==> src/design/itoa_pkg.sv <==
// Package for the signed integer to decimal ASCII unit.
// Holds controller states, the command and status words and the character constants.
// No dependencies.
package itoa_pkg;

  localparam int VALUE_W = 32;
  localparam int CHAR_W  = 8;

  localparam logic [CHAR_W-1:0] CHAR_ZERO  = 8'd48;
  localparam logic [CHAR_W-1:0] CHAR_MINUS = 8'd45;

  typedef enum logic [2:0] {
    ST_IDLE,
    ST_CONVERT,
    ST_LOCATE,
    ST_SIGN,
    ST_DIGITS
  } itoa_state_t;

  // Controller to datapath
  typedef struct packed {
    logic load;     // capture a new word and form its magnitude
    logic step;     // run four shift-add-3 passes
    logic locate;   // latch the index of the leading digit
    logic advance;  // move to the next lower digit
    logic sel_sign; // drive '-' on the output word
  } itoa_cmd_t;

  // Datapath to controller
  typedef struct packed {
    logic neg;
    logic conv_done;
    logic digit_last;
  } itoa_sts_t;

endpackage

==> src/design/itoa_in_if.sv <==
// Input channel of the signed integer to decimal ASCII unit.
// Carries valid, ready and the signed word; uses itoa_pkg.
interface itoa_in_if;
  logic                                valid;
  logic                                ready;
  logic signed [itoa_pkg::VALUE_W-1:0] value;

  modport source(output valid, output value, input ready);
  modport sink(input valid, input value, output ready);
endinterface

==> src/design/itoa_out_if.sv <==
// Output channel of the signed integer to decimal ASCII unit.
// Carries valid, ready, one character and its last flag; uses itoa_pkg.
interface itoa_out_if;
  logic                        valid;
  logic                        ready;
  logic [itoa_pkg::CHAR_W-1:0] char_code;
  logic                        last_char;

  modport source(output valid, output char_code, output last_char, input ready);
  modport sink(input valid, input char_code, input last_char, output ready);
endinterface

==> src/design/signed_int_to_decimal_ascii_unit.sv <==
// Top level of the signed integer to decimal ASCII unit.
// Depends on itoa_pkg, itoa_in_if, itoa_out_if, itoa_ctrl and itoa_datapath.
//
//   channel | modport | word
//   --------+---------+------------------------------------------
//   din     | sink    | value: signed 32-bit integer
//   dout    | source  | char_code: '-' or '0'..'9', last_char
//
// One word is converted at a time. A word is accepted in idle, converted in the
// 4-bit-per-cycle shift-add-3 converter, searched for its leading digit, then sent
// one character per cycle while dout is ready (sign plus 1..10 digits at 32 bits).
// Synchronous active-high reset returns the controller to idle; no clearing pass.
// A stall on dout holds the current character; din is not ready until the last one goes.
module signed_int_to_decimal_ascii_unit #(
  parameter int WORD_BITS = 32
) (
  input  logic       clk,
  input  logic       rst,
  itoa_in_if.sink    din,
  itoa_out_if.source dout
);

  itoa_pkg::itoa_cmd_t cmd;
  itoa_pkg::itoa_sts_t sts;

  itoa_ctrl u_ctrl (
    .clk       (clk),
    .rst       (rst),
    .in_valid  (din.valid),
    .in_ready  (din.ready),
    .out_valid (dout.valid),
    .out_ready (dout.ready),
    .sts       (sts),
    .cmd       (cmd)
  );

  itoa_datapath #(
    .WORD_BITS (WORD_BITS)
  ) u_datapath (
    .clk       (clk),
    .value     (din.value),
    .cmd       (cmd),
    .sts       (sts),
    .char_code (dout.char_code),
    .last_char (dout.last_char)
  );

endmodule

==> src/design/itoa_datapath.sv <==
// Datapath: magnitude, shift-add-3 binary to BCD converter, leading digit
// search and character select. Driven by itoa_ctrl through itoa_pkg types.
module itoa_datapath #(
  parameter int WORD_BITS = 32
) (
  input  logic                                clk,
  input  logic signed [itoa_pkg::VALUE_W-1:0] value,
  input  itoa_pkg::itoa_cmd_t                 cmd,
  output itoa_pkg::itoa_sts_t                 sts,
  output logic [itoa_pkg::CHAR_W-1:0]         char_code,
  output logic                                last_char
);

  localparam int BITS_PER_CYC = 4;
  localparam int CONV_CYC     = (WORD_BITS + BITS_PER_CYC - 1) / BITS_PER_CYC;
  localparam int MAG_W        = CONV_CYC * BITS_PER_CYC;
  localparam int NDIG         = (WORD_BITS * 30103) / 100000 + 1;
  localparam int DIG_IDX_W    = $clog2(NDIG);
  localparam int CNT_W        = $clog2(CONV_CYC);
  localparam int EXT_W        = (WORD_BITS > itoa_pkg::VALUE_W) ? WORD_BITS : itoa_pkg::VALUE_W;

  logic [EXT_W-1:0]            value_ext;
  logic [WORD_BITS-1:0]        word;
  logic                        word_neg;
  logic [WORD_BITS-1:0]        word_mag;

  logic                        neg;
  logic [NDIG-1:0][3:0]        bcd;
  logic [MAG_W-1:0]            bin;
  logic [CNT_W-1:0]            conv_cnt;
  logic [DIG_IDX_W-1:0]        dig_idx;

  logic [NDIG-1:0][3:0]        bcd_next;
  logic [MAG_W-1:0]            bin_next;
  logic [DIG_IDX_W-1:0]        lead_idx;

  // Take the low WORD_BITS bits; wider words see zeros above the port
  assign value_ext = EXT_W'($unsigned(value));
  assign word      = value_ext[WORD_BITS-1:0];
  assign word_neg  = word[WORD_BITS-1];
  assign word_mag  = word_neg ? (~word + WORD_BITS'(1)) : word;

  // Four shift-add-3 passes per cycle
  always_comb begin
    bcd_next = bcd;
    bin_next = bin;
    for (int s = 0; s < BITS_PER_CYC; s++) begin
      for (int d = 0; d < NDIG; d++) begin
        if (bcd_next[d] >= 4'd5) begin
          bcd_next[d] = bcd_next[d] + 4'd3;
        end
      end
      {bcd_next, bin_next} = {bcd_next, bin_next} << 1;
    end
  end

  // Highest nonzero digit; zero leaves the units digit
  always_comb begin
    lead_idx = '0;
    for (int i = 0; i < NDIG; i++) begin
      if (bcd[i] != 4'd0) begin
        lead_idx = DIG_IDX_W'(i);
      end
    end
  end

  always_ff @(posedge clk) begin
    if (cmd.load) begin
      neg      <= word_neg;
      bin      <= MAG_W'(word_mag);
      bcd      <= '0;
      conv_cnt <= '0;
    end else if (cmd.step) begin
      bin      <= bin_next;
      bcd      <= bcd_next;
      conv_cnt <= conv_cnt + CNT_W'(1);
    end
    if (cmd.locate) begin
      dig_idx <= lead_idx;
    end else if (cmd.advance) begin
      dig_idx <= dig_idx - DIG_IDX_W'(1);
    end
  end

  assign sts.neg        = neg;
  assign sts.conv_done  = (conv_cnt == CNT_W'(CONV_CYC - 1));
  assign sts.digit_last = (dig_idx == '0);

  assign char_code = cmd.sel_sign ? itoa_pkg::CHAR_MINUS
                                  : (itoa_pkg::CHAR_ZERO | {4'h0, bcd[dig_idx]});
  assign last_char = !cmd.sel_sign && (dig_idx == '0);

endmodule

==> src/design/itoa_ctrl.sv <==
// Controller: sequences capture, conversion, leading digit search and the
// character stream. Talks to itoa_datapath through itoa_pkg command/status.
module itoa_ctrl (
  input  logic                clk,
  input  logic                rst,
  input  logic                in_valid,
  output logic                in_ready,
  output logic                out_valid,
  input  logic                out_ready,
  input  itoa_pkg::itoa_sts_t sts,
  output itoa_pkg::itoa_cmd_t cmd
);

  itoa_pkg::itoa_state_t state, state_next;

  always_ff @(posedge clk) begin
    if (rst) begin
      state <= itoa_pkg::ST_IDLE;
    end else begin
      state <= state_next;
    end
  end

  always_comb begin
    state_next = state;
    unique case (state)
      itoa_pkg::ST_IDLE: begin
        if (in_valid) state_next = itoa_pkg::ST_CONVERT;
      end
      itoa_pkg::ST_CONVERT: begin
        if (sts.conv_done) state_next = itoa_pkg::ST_LOCATE;
      end
      itoa_pkg::ST_LOCATE: begin
        state_next = sts.neg ? itoa_pkg::ST_SIGN : itoa_pkg::ST_DIGITS;
      end
      itoa_pkg::ST_SIGN: begin
        if (out_ready) state_next = itoa_pkg::ST_DIGITS;
      end
      itoa_pkg::ST_DIGITS: begin
        if (out_ready && sts.digit_last) state_next = itoa_pkg::ST_IDLE;
      end
      default: state_next = itoa_pkg::ST_IDLE;
    endcase
  end

  always_comb begin
    in_ready     = 1'b0;
    out_valid    = 1'b0;
    cmd          = '0;
    unique case (state)
      itoa_pkg::ST_IDLE: begin
        in_ready = 1'b1;
        cmd.load = in_valid;
      end
      itoa_pkg::ST_CONVERT: cmd.step = 1'b1;
      itoa_pkg::ST_LOCATE:  cmd.locate = 1'b1;
      itoa_pkg::ST_SIGN: begin
        out_valid    = 1'b1;
        cmd.sel_sign = 1'b1;
      end
      itoa_pkg::ST_DIGITS: begin
        out_valid   = 1'b1;
        // hold the index on the final digit
        cmd.advance = out_ready && !sts.digit_last;
      end
      default: ;
    endcase
  end

`ifndef NO_ASSERTIONS
  a_conv_to_locate: assert property (@(posedge clk) disable iff (rst)
    (state == itoa_pkg::ST_CONVERT && sts.conv_done) |=> (state == itoa_pkg::ST_LOCATE))
    else $error("conversion did not hand over to leading digit search");

  a_last_to_idle: assert property (@(posedge clk) disable iff (rst)
    (state == itoa_pkg::ST_DIGITS && out_ready && sts.digit_last)
      |=> (state == itoa_pkg::ST_IDLE))
    else $error("final digit taken but controller not idle");

  a_no_overlap: assert property (@(posedge clk) disable iff (rst)
    !(in_ready && out_valid))
    else $error("input taken while a word is still being sent");

  a_sign_only_neg: assert property (@(posedge clk) disable iff (rst)
    (state == itoa_pkg::ST_SIGN) |-> sts.neg)
    else $error("minus sign sent for a non-negative word");
`endif

endmodule
==> src/flat_wrapper.sv <==
// flat-port wrapper written by rule: the top's interface ports become plain ports
module signed_int_to_decimal_ascii_unit_flat 
#(
  parameter int WORD_BITS = 32
)
  (clk, rst, din_valid, din_value, din_ready, dout_valid, dout_char_code, dout_last_char, dout_ready);
  itoa_in_if din_i ();
  itoa_out_if dout_i ();
  input  logic clk;
  input  logic rst;
  input wire logic [$bits(din_i.valid)-1:0] din_valid;
  input wire logic [$bits(din_i.value)-1:0] din_value;
  output wire logic [$bits(din_i.ready)-1:0] din_ready;
  output wire logic [$bits(dout_i.valid)-1:0] dout_valid;
  output wire logic [$bits(dout_i.char_code)-1:0] dout_char_code;
  output wire logic [$bits(dout_i.last_char)-1:0] dout_last_char;
  input wire logic [$bits(dout_i.ready)-1:0] dout_ready;
  assign din_i.valid = din_valid;
  assign din_i.value = din_value;
  assign din_ready = din_i.ready;
  assign dout_valid = dout_i.valid;
  assign dout_char_code = dout_i.char_code;
  assign dout_last_char = dout_i.last_char;
  assign dout_i.ready = dout_ready;
  signed_int_to_decimal_ascii_unit #(.WORD_BITS(WORD_BITS)) u_core (.clk(clk), .rst(rst), .din(din_i), .dout(dout_i));
endmodule
==> config.mk <==
export PLATFORM = sky130hd
export DESIGN_NAME = signed_int_to_decimal_ascii_unit_flat
export DESIGN_NICKNAME = d
export VERILOG_FILES = /design/src/design/itoa_pkg.sv /design/src/design/itoa_in_if.sv /design/src/design/itoa_out_if.sv /design/src/design/signed_int_to_decimal_ascii_unit.sv /design/src/design/itoa_datapath.sv /design/src/design/itoa_ctrl.sv /design/src/flat_wrapper.sv
export SDC_FILE = /design/constraint.sdc
export NUM_CORES = 1
export LEC_CHECK = 0
export ABC_CLOCK_PERIOD_IN_PS = 5100
export BUFFER_PORTS_ARGS = -buffer_cell sky130_fd_sc_hd__buf_2
export CAP_MARGIN = 20
export CORE_MARGIN = 2
export CORE_UTILIZATION = 30
export CTS_BUF_LIST = sky130_fd_sc_hd__clkbuf_8
export DETAILED_ROUTE_END_ITERATION = 8
export GPL_TIMING_DRIVEN = 0
export PLACE_DENSITY = 0.45
export REMOVE_ABC_BUFFERS = 1
export SLEW_MARGIN = 20
export SYNTH_ARGS = -nofsm -noshare
export SYNTH_HDL_FRONTEND = slang
export SYNTH_SLANG_ARGS = --single-unit
==> constraint.sdc <==
create_clock -name clk -period 5.1 [get_ports clk]
set_input_delay 1.53 -clock clk [delete_from_list [all_inputs] [get_ports clk]]
set_output_delay 1.53 -clock clk [all_outputs]
set_load 0.005 [all_outputs]
==> metrics, run 1 <==
Crit Reg-Reg Startpoint u_core.u_datapath.bcd[0]$_SDFFE_PP0P_; Worst Clk Skew 29.5 ps; minimum clock period 4640 ps; Final Hold Viols 0; Warnings, synthesis 0; list of most frequent post-synthesis cells 147 x nand2_1, 108 x o21ai_0, 91 x nor2_1; I/O pins 47; CTS Buf Count 9; vias per std cell 5.69; DRT iter0 DRCs 756; P&R area growth vs syn 8.16%; number of global-route vias before repair 8454; DRT Pass-1 Iters 5; via count 9319; worst path arrival time 4920 ps; top cell type's share of synthesized area 0.119; Buffers on Ports 43; fin. max-slew vios 0; fin nets 1308; crit path capture u_core.u_datapath.bcd[6]$_SDFFE_PP0P_; register area share after synthesis 0.218; Hold Path Cell Cnt 2; Die W 180 µm; CP Capture Type flip-flop; Tcrit/Tclk final 0.911; most frequent cell after synthesis nand2_1; initial core utilization 0.305; row count 64; CTS Sinks 83; R2R depth 15; CTS tree yes; drt wl/cell 16.2 µm; global route overflow 0; Synth area leaders edfxtp_1 12%, dfxtp_1 9.9%, nand2_1 5.9%; Max clock buf depth 2; Reg-to-Reg End u_core.u_datapath.bcd[6]$_SDFFE_PP0P_; hold slack final 445 ps; Post-DP HPWL 19.4 mm; Gate Count Post-Synth 1254; worst-skew pair later-pin latency 390 ps; Slew @ Worst Pin 1110 ps; CP Launch Type flip-flop; Final setup viols 0; reg2reg setup slack 460 ps; area leader, netlist edfxtp_1; Max Cap Viol 0; layout cell share with drive strength beyond 1 0.105; top_reg_cell synth dfxtp_1; htree depth 3; EDFF count, synth 37; Syn Area/Cell 7.45 µm²; FF+latch count, synth 83; largest net degree at the start of global routing 64; Inserted Diodes 0; RSZ-0062 raised after global routing false; die area 0.0325 mm²; Post-synth ARST share 0; status finished, final reports clean; Worst-path clk slew 100 ps; Rel. slew slack 0.258; GRT Overall Usage 0.161; Netlist Area Pre-Place 0.00934 mm²; WS Path Type reg2reg; Detailed Route WL 26.6 mm; Synth cell types 83; core region area 0.0306 mm²; setup TNS 0 ps; chip height 180 µm; Setup crit start u_core.u_datapath.bcd[0]$_SDFFE_PP0P_; initial antenna violation count 0; HP Class reg2reg; placer congestion estimate 0.813; first-pass GRT wire length 44.1 mm; CP required 5380 ps; highest clock rate 0.215 GHz; Crit Path Max Fanout 15; antenna-violating nets left 0; clock root buffer clkbuf_8; DRC Markers 0; Final Core Density 0.330
## worst max-delay path: stages, from the launching register on
cell and delay (ps):
dfxtp_1 570, inv_1 170, ha_1 300, nor2b_1 170, o21ba_2 280, mux2i_4 430, o21ai_1 190, xnor2_2 330
inv_1 270, ha_1 280, o311ai_0 110, o21ai_0 180, a211o_1 460, nand2b_1 230, o221a_2 290, o311ai_0 260
## registers in the layout, summed over array words and instances (netlist names)
name and flops:
u_core.u_datapath.dig_idx 4, u_core.u_datapath.conv_cnt 3, u_core.u_ctrl.state 3, u_core.u_datapath.bcd 40, u_core.u_datapath.bin 32, u_core.u_datapath.neg 1
## cell type report
class,instances,area (µm²)
clock buffer,9,124
clock inverter,7,52.6
fill,3298,20500
inverter,46,173
multi-input combinational,1046,6890
sequential,83,2030
tap,396,495
timing repair buffer,50,333
## routing by layer
layer  GRT usage  wire length, µm
met1       0.233            13500
met2       0.258            12100
met3      0.0156              690
met4      0.0377              350
met5           0                0
## worst min-delay path by stage
| stage | from | to |
|---|---|---|
| 3_3_place_gp | u_core.u_datapath.bin[28]$_DFFE_PP_ | u_core.u_datapath.bcd[0]$_SDFFE_PP0P_ |
| 6_report | u_core.u_datapath.bin[28]$_DFFE_PP_ | u_core.u_datapath.bcd[0]$_SDFFE_PP0P_ |
| 3_5_place_dp | u_core.u_datapath.bin[28]$_DFFE_PP_ | u_core.u_datapath.bcd[0]$_SDFFE_PP0P_ |
| 5_1_grt | u_core.u_datapath.conv_cnt[1]$_SDFFE_PP0P_ | u_core.u_datapath.conv_cnt[1]$_SDFFE_PP0P_ |
| 4_1_cts | u_core.u_datapath.bin[28]$_DFFE_PP_ | u_core.u_datapath.bcd[0]$_SDFFE_PP0P_ |
| 2_1_floorplan | u_core.u_datapath.bin[28]$_DFFE_PP_ | u_core.u_datapath.bcd[0]$_SDFFE_PP0P_ |
## per-stage QoR
stage	cells	instance area, µm²	worst slack (ps)
3_3_place_gp	1614	9740	-2870
6_report	1637	10100	456
4_1_cts	1636	10100	168
3_5_place_dp	1620	9880	-70.2
2_1_floorplan	1175	9020	459
5_1_grt	1637	10100	99.8
## cells by family after synthesis
logic type               Yosys count  synth area share
flip-flops                        83             0.218
other                              2          0.000804
XOR/XNOR                          46            0.0432
AO/OA/AOI/OAI                    444             0.324
buffers and inverters            126            0.0523
AND/OR/NAND/NOR                  461             0.242
adder cells (fa/ha/maj)           43            0.0557
multiplexers                      49            0.0646
## placed cells by master (no fill, tap or decap), types with 13 or more instances in the layout
| cell | count |
|---|---|
| nand2_1 | 145 |
| ha_1 | 36 |
| a211oi_1 | 21 |
| mux2i_1 | 30 |
| o211ai_1 | 23 |
| o21ai_0 | 108 |
| a21oi_1 | 70 |
| o31ai_1 | 23 |
| xor2_1 | 28 |
| nor2_1 | 90 |
| buf_2 | 43 |
| o21a_1 | 14 |
| edfxtp_1 | 37 |
| a22oi_1 | 13 |
| o22ai_1 | 19 |
| nor3_1 | 40 |
| dfxtp_1 | 46 |
| a31oi_1 | 22 |
| nand2b_1 | 24 |
| nand3_1 | 45 |
| or3_1 | 17 |
| inv_1 | 44 |
| xnor2_1 | 16 |
| nor2b_1 | 13 |
## repair_timing
item	CTS	global route
hold buffers	0	0
pin swaps	0	0
setup endpoints to repair	3	4
gates resized for setup	1	3
setup buffers	0	0
Power of run 1 is left out: the tool's default activity adds up to more than one toggle a clock period on the data nets, which glitch-free logic cannot reach.
==> run 2, diff against run 1 <==
ABC_AREA = 1   (was default)
==> run 2 against run 1 <==
Against the previous run: non-clock buffer count down 5; synthesized area decreased by 10%; sequential share of layout area grew 2.0 points; first-iteration DRC count fell by 47%; clock-buffer cell count unchanged; worst hold slack better by 26 ps; final cell count grew 6.2%; critical path type is now reg2out; critical endpoint is now dout_char_code[1]; highest routed layer unchanged.
==> metrics, run 2 <==
CTS Buf Count 9 (unchanged); P&R area growth vs syn 9.97%; hold slack final 472 ps (+26.1 ps); Hold Buf Count CTS 0 (unchanged); R2R depth 28 (+13); CP Capture Type output port; global route overflow 0 (unchanged); Final Non-Filler Cells 1739 (+6.2%); fin. max-slew vios 0 (unchanged); Tcrit/Tclk final 0.794 (-0.117); commonest cells after routing, fill and taps aside 395 x nand2_1, 179 x inv_1, 140 x nand3_1, 85 x o21ai_0, 62 x nand2_2; DRT iter0 DRCs 404 (-47%); drt wl/cell 12.1 µm (-26%); I/O pins 47 (unchanged); Die W 171 µm (-5.2%); FF+latch count, synth 83 (unchanged); initial antenna violation count 0 (unchanged); HP Class reg2reg; Max Cap Viol 0 (unchanged); Rel. slew slack 0.330 (+0.0723); CTS tree yes; Final Hold Viols 0 (unchanged); Slew @ Worst Pin 1000 ps (-105 ps); via count 7951 (-15%); largest net degree at the start of global routing 51 (-20%); Inserted Diodes 0 (unchanged); highest clock rate 0.247 GHz (+15%); top cell type's share of synthesized area 0.177 (+0.0583); DRC Markers 0 (unchanged); Worst Clk Skew 13.6 ps (-16.0 ps); Post-CTS Resized 0 (-1); CTS Sinks 83 (unchanged); number of setup buffers added after CTS 0 (unchanged); die area 0.0292 mm² (-10%); most frequent cell after synthesis nand2_1; fin nets 1428 (+9.2%); Post-synth ARST share 0 (unchanged); antenna-violating nets left 0 (unchanged); Netlist Area Pre-Place 0.00836 mm² (-10%); clock root buffer clkbuf_8; Max clock buf depth 2 (unchanged); htree depth 3 (unchanged); Buffers on Ports 43 (unchanged); CP required 3570 ps (-1810 ps); # fillers 3098 (-6.1%); Regs by FF count u_core.u_datapath.bcd x40, u_core.u_datapath.bin x32, u_core.u_datapath.dig_idx x4; Warnings, synthesis 0 (unchanged); Hold Path Cell Cnt 2 (unchanged); Gate Count Post-Synth 1327 (+5.8%); Worst-path clk slew 90 ps (about the same); status finished, final reports clean; first-pass GRT wire length 35.2 mm (-20%); Final setup viols 0 (unchanged); DP Cell Count 1723 (+6.4%); register area share after synthesis 0.243 (+0.0254); RSZ-0062 raised after global routing false; Detailed Route WL 21.0 mm (-21%); CP Launch Type flip-flop; placer congestion estimate 0.778 (-4.3%); minimum clock period 4050 ps (-595 ps); WS Path Type reg2out; Syn Area/Cell 6.30 µm² (-15%); worst path arrival time 2520 ps (-2400 ps); layout cell share with drive strength beyond 1 0.152 (+0.0473); Post-DP HPWL 16.4 mm (-15%); Crit Path Max Fanout 24 (+9); top_reg_cell synth dfxtp_1; Synth cell types 46 (-45%); area leader, netlist nand2_1; EDFF count, synth 37 (unchanged); number of global-route vias before repair 7353 (-13%); most common cell after layout, fill and taps aside nand2_1; DRT Pass-1 Iters 4 (-1); core region area 0.0276 mm² (-9.7%); max reg flops 40 (unchanged); vias per std cell 4.57 (-20%); GRT Overall Usage 0.148 (-0.0126); worst-skew pair later-pin latency 380 ps (about the same); Synth area leaders nand2_1 18%, edfxtp_1 13%, dfxtp_1 11%; list of most frequent post-synthesis cells 395 x nand2_1, 180 x inv_1, 140 x nand3_1; chip height 171 µm (-5.2%); initial core utilization 0.303 (-0.00257); row count 61 (-4.7%); Top reg by flops u_core.u_datapath.bcd
==> run 2: cell types whose count changed after synthesis, moves of 23 or more <==
cell | previous run | this run
nand2_1 | 147 | 395
mux2i_1 | 31 | 0
a21oi_1 | 71 | 37
inv_1 | 44 | 180
nand3_2 | 0 | 29
clkbuf_1 | 71 | 20
nor2_1 | 91 | 61
nand2_2 | 0 | 62
nand3_1 | 45 | 140
nor3_1 | 40 | 9
o21ai_0 | 108 | 85
==> run 2: area by class of cell <==
type / count / area, µm² / area share
clock buffers: 9 / 124 / 0.0135
clock inverters: 7 / 103 / 0.0112
repair buffers: 45 / 255 / 0.0278
multi-input cells: 1015 / 5450 / 0.592
inverters: 202 / 762 / 0.0829
flip-flops and latches: 83 / 2030 / 0.221
well taps: 378 / 473 / 0.0514
==> run 2: final timing paths <==
| check | start | to | slack, ps |
|---|---|---|---|
| worst min-delay path | u_core.u_datapath.bin[28]$_DFFE_PP_ | u_core.u_datapath.bcd[0]$_SDFFE_PP0P_ | 470 |
| worst max-delay path | u_core.u_datapath.dig_idx[0]$_DFFE_PP_ | dout_char_code[1] | 1050 |
| worst max register to register | u_core.u_datapath.bcd[32]$_SDFFE_PP0P_ | u_core.u_datapath.bcd[37]$_SDFFE_PP0P_ | 1540 |
| worst min register to register | u_core.u_datapath.bin[28]$_DFFE_PP_ | u_core.u_datapath.bcd[0]$_SDFFE_PP0P_ | 470 |
==> run 2: cells by family after synthesis <==
kind of cell	count (synthesis)	share of synthesized area
xor gates and xnor gates	33	0.0346
and+or+nand+nor	758	0.433
other	2	0.000898
buffers and inverters	230	0.106
AOI/OAI and AO/OA	185	0.128
adders and majority gates	36	0.0539
DFF	83	0.243
==> run 2: critical path: stages (launching register included) <==
cell and delay, ps:
edfxtp_1 740, inv_1 490, a21oi_1 240, o21ai_0 120, nand3_1 100, nand3_1 80
a21oi_1 230, buf_2 160
==> run 2: through the flow <==
stage	setup TNS (ps)	utilization	instance area (µm²)	worst slack, ps
3_5_place_dp	0	0.325	8970	800
2_1_floorplan	0	-	8240	1540
4_1_cts	0	0.333	9200	991
3_3_place_gp	-14080	0.323	8920	-505
6_report	0	0.333	9200	1050
5_1_grt	0	0.333	9200	709
==> run 2: routing by layer <==
| layer | global-route usage | up-vias | part of all wire |
|---|---|---|---|
| li1 | - | 4375 | - |
| met1 | 0.204 | 3497 | 0.51 |
| met2 | 0.247 | 64 | 0.46 |
| met3 | 0.0176 | 15 | 0.020 |
| met4 | 0.0365 | 0 | 0.013 |
| met5 | 0 | - | 0 |
Power of run 2 is left out for the same reason.
==> run 3, diff against run 2 <==
ABC_CLOCK_PERIOD_IN_PS = 4019   (was 5100)
clock period = 4.02 ns   (was 5.1 ns; I/O delays follow)
==> run 3 against run 2 <==
Against the previous run: final cell count barely moved; routed wire length rose by 0.43%; clock skew barely moved; flip-flop and latch count did not move; critical path type unchanged; largest cell class unchanged.
==> metrics, run 3 (synthesis gave the netlist of run 2 again) <==
Final setup viols 0 (unchanged); drt wl/cell 12.1 µm (+0.37%); number of setup buffers added after CTS 0 (unchanged); Post-DP HPWL 16.4 mm (unchanged); largest net degree at the start of global routing 51 (unchanged); Regs by FF count u_core.u_datapath.bcd x40, u_core.u_datapath.bin x32, u_core.u_datapath.dig_idx x4; antenna-violating nets left 0 (unchanged); WS Path Type reg2out; number of global-route vias before repair 7353 (unchanged); worst path arrival time 2500 ps (-20 ps); Rel. slew slack 0.325 (-0.00487); Die W 171 µm (unchanged); Setup crit start u_core.u_datapath.dig_idx[0]$_DFFE_PP_; Buffers on Ports 43 (unchanged); layout cell share with drive strength beyond 1 0.154 (+0.00209); most common cell after layout, fill and taps aside nand2_1; highest clock rate 0.270 GHz; global route overflow 0 (unchanged); fin nets 1429 (+0.070%); Hold Buf Count CTS 0 (unchanged); Hold Path Cell Cnt 2 (unchanged); HP Class reg2reg; minimum clock period 3700 ps; Worst-path clk slew 90 ps (about the same); R2R depth 28 (unchanged); Slew @ Worst Pin 1010 ps (+7.28 ps); Detailed Route WL 21.1 mm (+0.43%); first-pass GRT wire length 35.2 mm (unchanged); DRT Pass-1 Iters 5 (+1); Tcrit/Tclk final 0.921; CP Capture Type output port; hold slack final 472 ps (+0.147 ps); GRT Overall Usage 0.148 (unchanged); initial antenna violation count 0 (unchanged); worst-skew pair later-pin latency 380 ps (about the same); CTS Sinks 83 (unchanged); chip height 171 µm (unchanged); htree depth 3 (unchanged); via count 7954 (+0.038%); CTS tree yes; fin. max-slew vios 0 (unchanged); clock root buffer clkbuf_8; Crit Reg-Reg Startpoint u_core.u_datapath.bcd[32]$_SDFFE_PP0P_; commonest cells after routing, fill and taps aside 395 x nand2_1, 178 x inv_1, 140 x nand3_1, 85 x o21ai_0, 62 x nand2_2; vias per std cell 4.57 (about the same); DRC Markers 0 (unchanged); max reg flops 40 (unchanged); CTS Buf Count 9 (unchanged); core region area 0.0276 mm² (unchanged); I/O pins 47 (unchanged); Post-CTS Resized 0 (unchanged); Max Cap Viol 0 (unchanged); Crit Path Max Fanout 22 (-8.3%); placer congestion estimate 0.778 (unchanged); die area 0.0292 mm² (unchanged); CP Launch Type flip-flop; Final Hold Viols 0 (unchanged); Max clock buf depth 2 (unchanged); DRT iter0 DRCs 362 (-10%); CP required 2810 ps (-760 ps); RSZ-0062 raised after global routing false; P&R area growth vs syn 10.1%; min-delay src u_core.u_datapath.bin[28]$_DFFE_PP_; row count 61 (unchanged); Worst Clk Skew 13.1 ps (-0.434 ps); Top reg by flops u_core.u_datapath.bcd; Inserted Diodes 0 (unchanged); status finished, final reports clean; initial core utilization 0.303 (unchanged)
==> run 3: layout make-up <==
cell class              count  area, µm²
well taps                 378        473
multi-input cells        1015       5450
flip-flops and latches     83       2030
fillers                  3099      18400
clock inverters             7        103
inverters                 202        766
repair inverters            1       7.51
clock buffers               9        124
repair buffers             45        255
==> run 3: through the flow <==
step	setup TNS (ps)	area (µm²)	util	instances	setup WS, ps
after floorplan	0	8240	-	1300	784
after global placement	-57820	8920	0.323	1721	-1260
after detailed placement	0	8970	0.325	1723	44.3
after CTS	0	9200	0.333	1739	235
after global routing	0	9210	0.333	1740	44.2
final	0	9210	0.333	1740	318
==> run 3: final timing paths <==
kind,end,slack (ps)
max,dout_char_code[2],320
min,u_core.u_datapath.bcd[0]$_SDFFE_PP0P_,470
min reg2reg,u_core.u_datapath.bcd[0]$_SDFFE_PP0P_,470
max reg2reg,u_core.u_datapath.bcd[37]$_SDFFE_PP0P_,450
==> run 3: critical path, stage by stage, from the launching register on <==
cell and delay (ps):
edfxtp_1 850, clkinvlp_4 470, o21ai_0 310, nand3_1 110, nand3_1 110, nand3_1 120, buf_2 160
==> run 3: per-layer routing <==
metal / up-vias / part of all wire / track usage
met2: 61 / 0.46 / 0.247
met3: 15 / 0.017 / 0.0176
met1: 3498 / 0.51 / 0.204
met4: 0 / 0.013 / 0.0365
met5: - / 0 / 0
li1: 4380 / - / -
Power of run 3 is left out for the same reason.
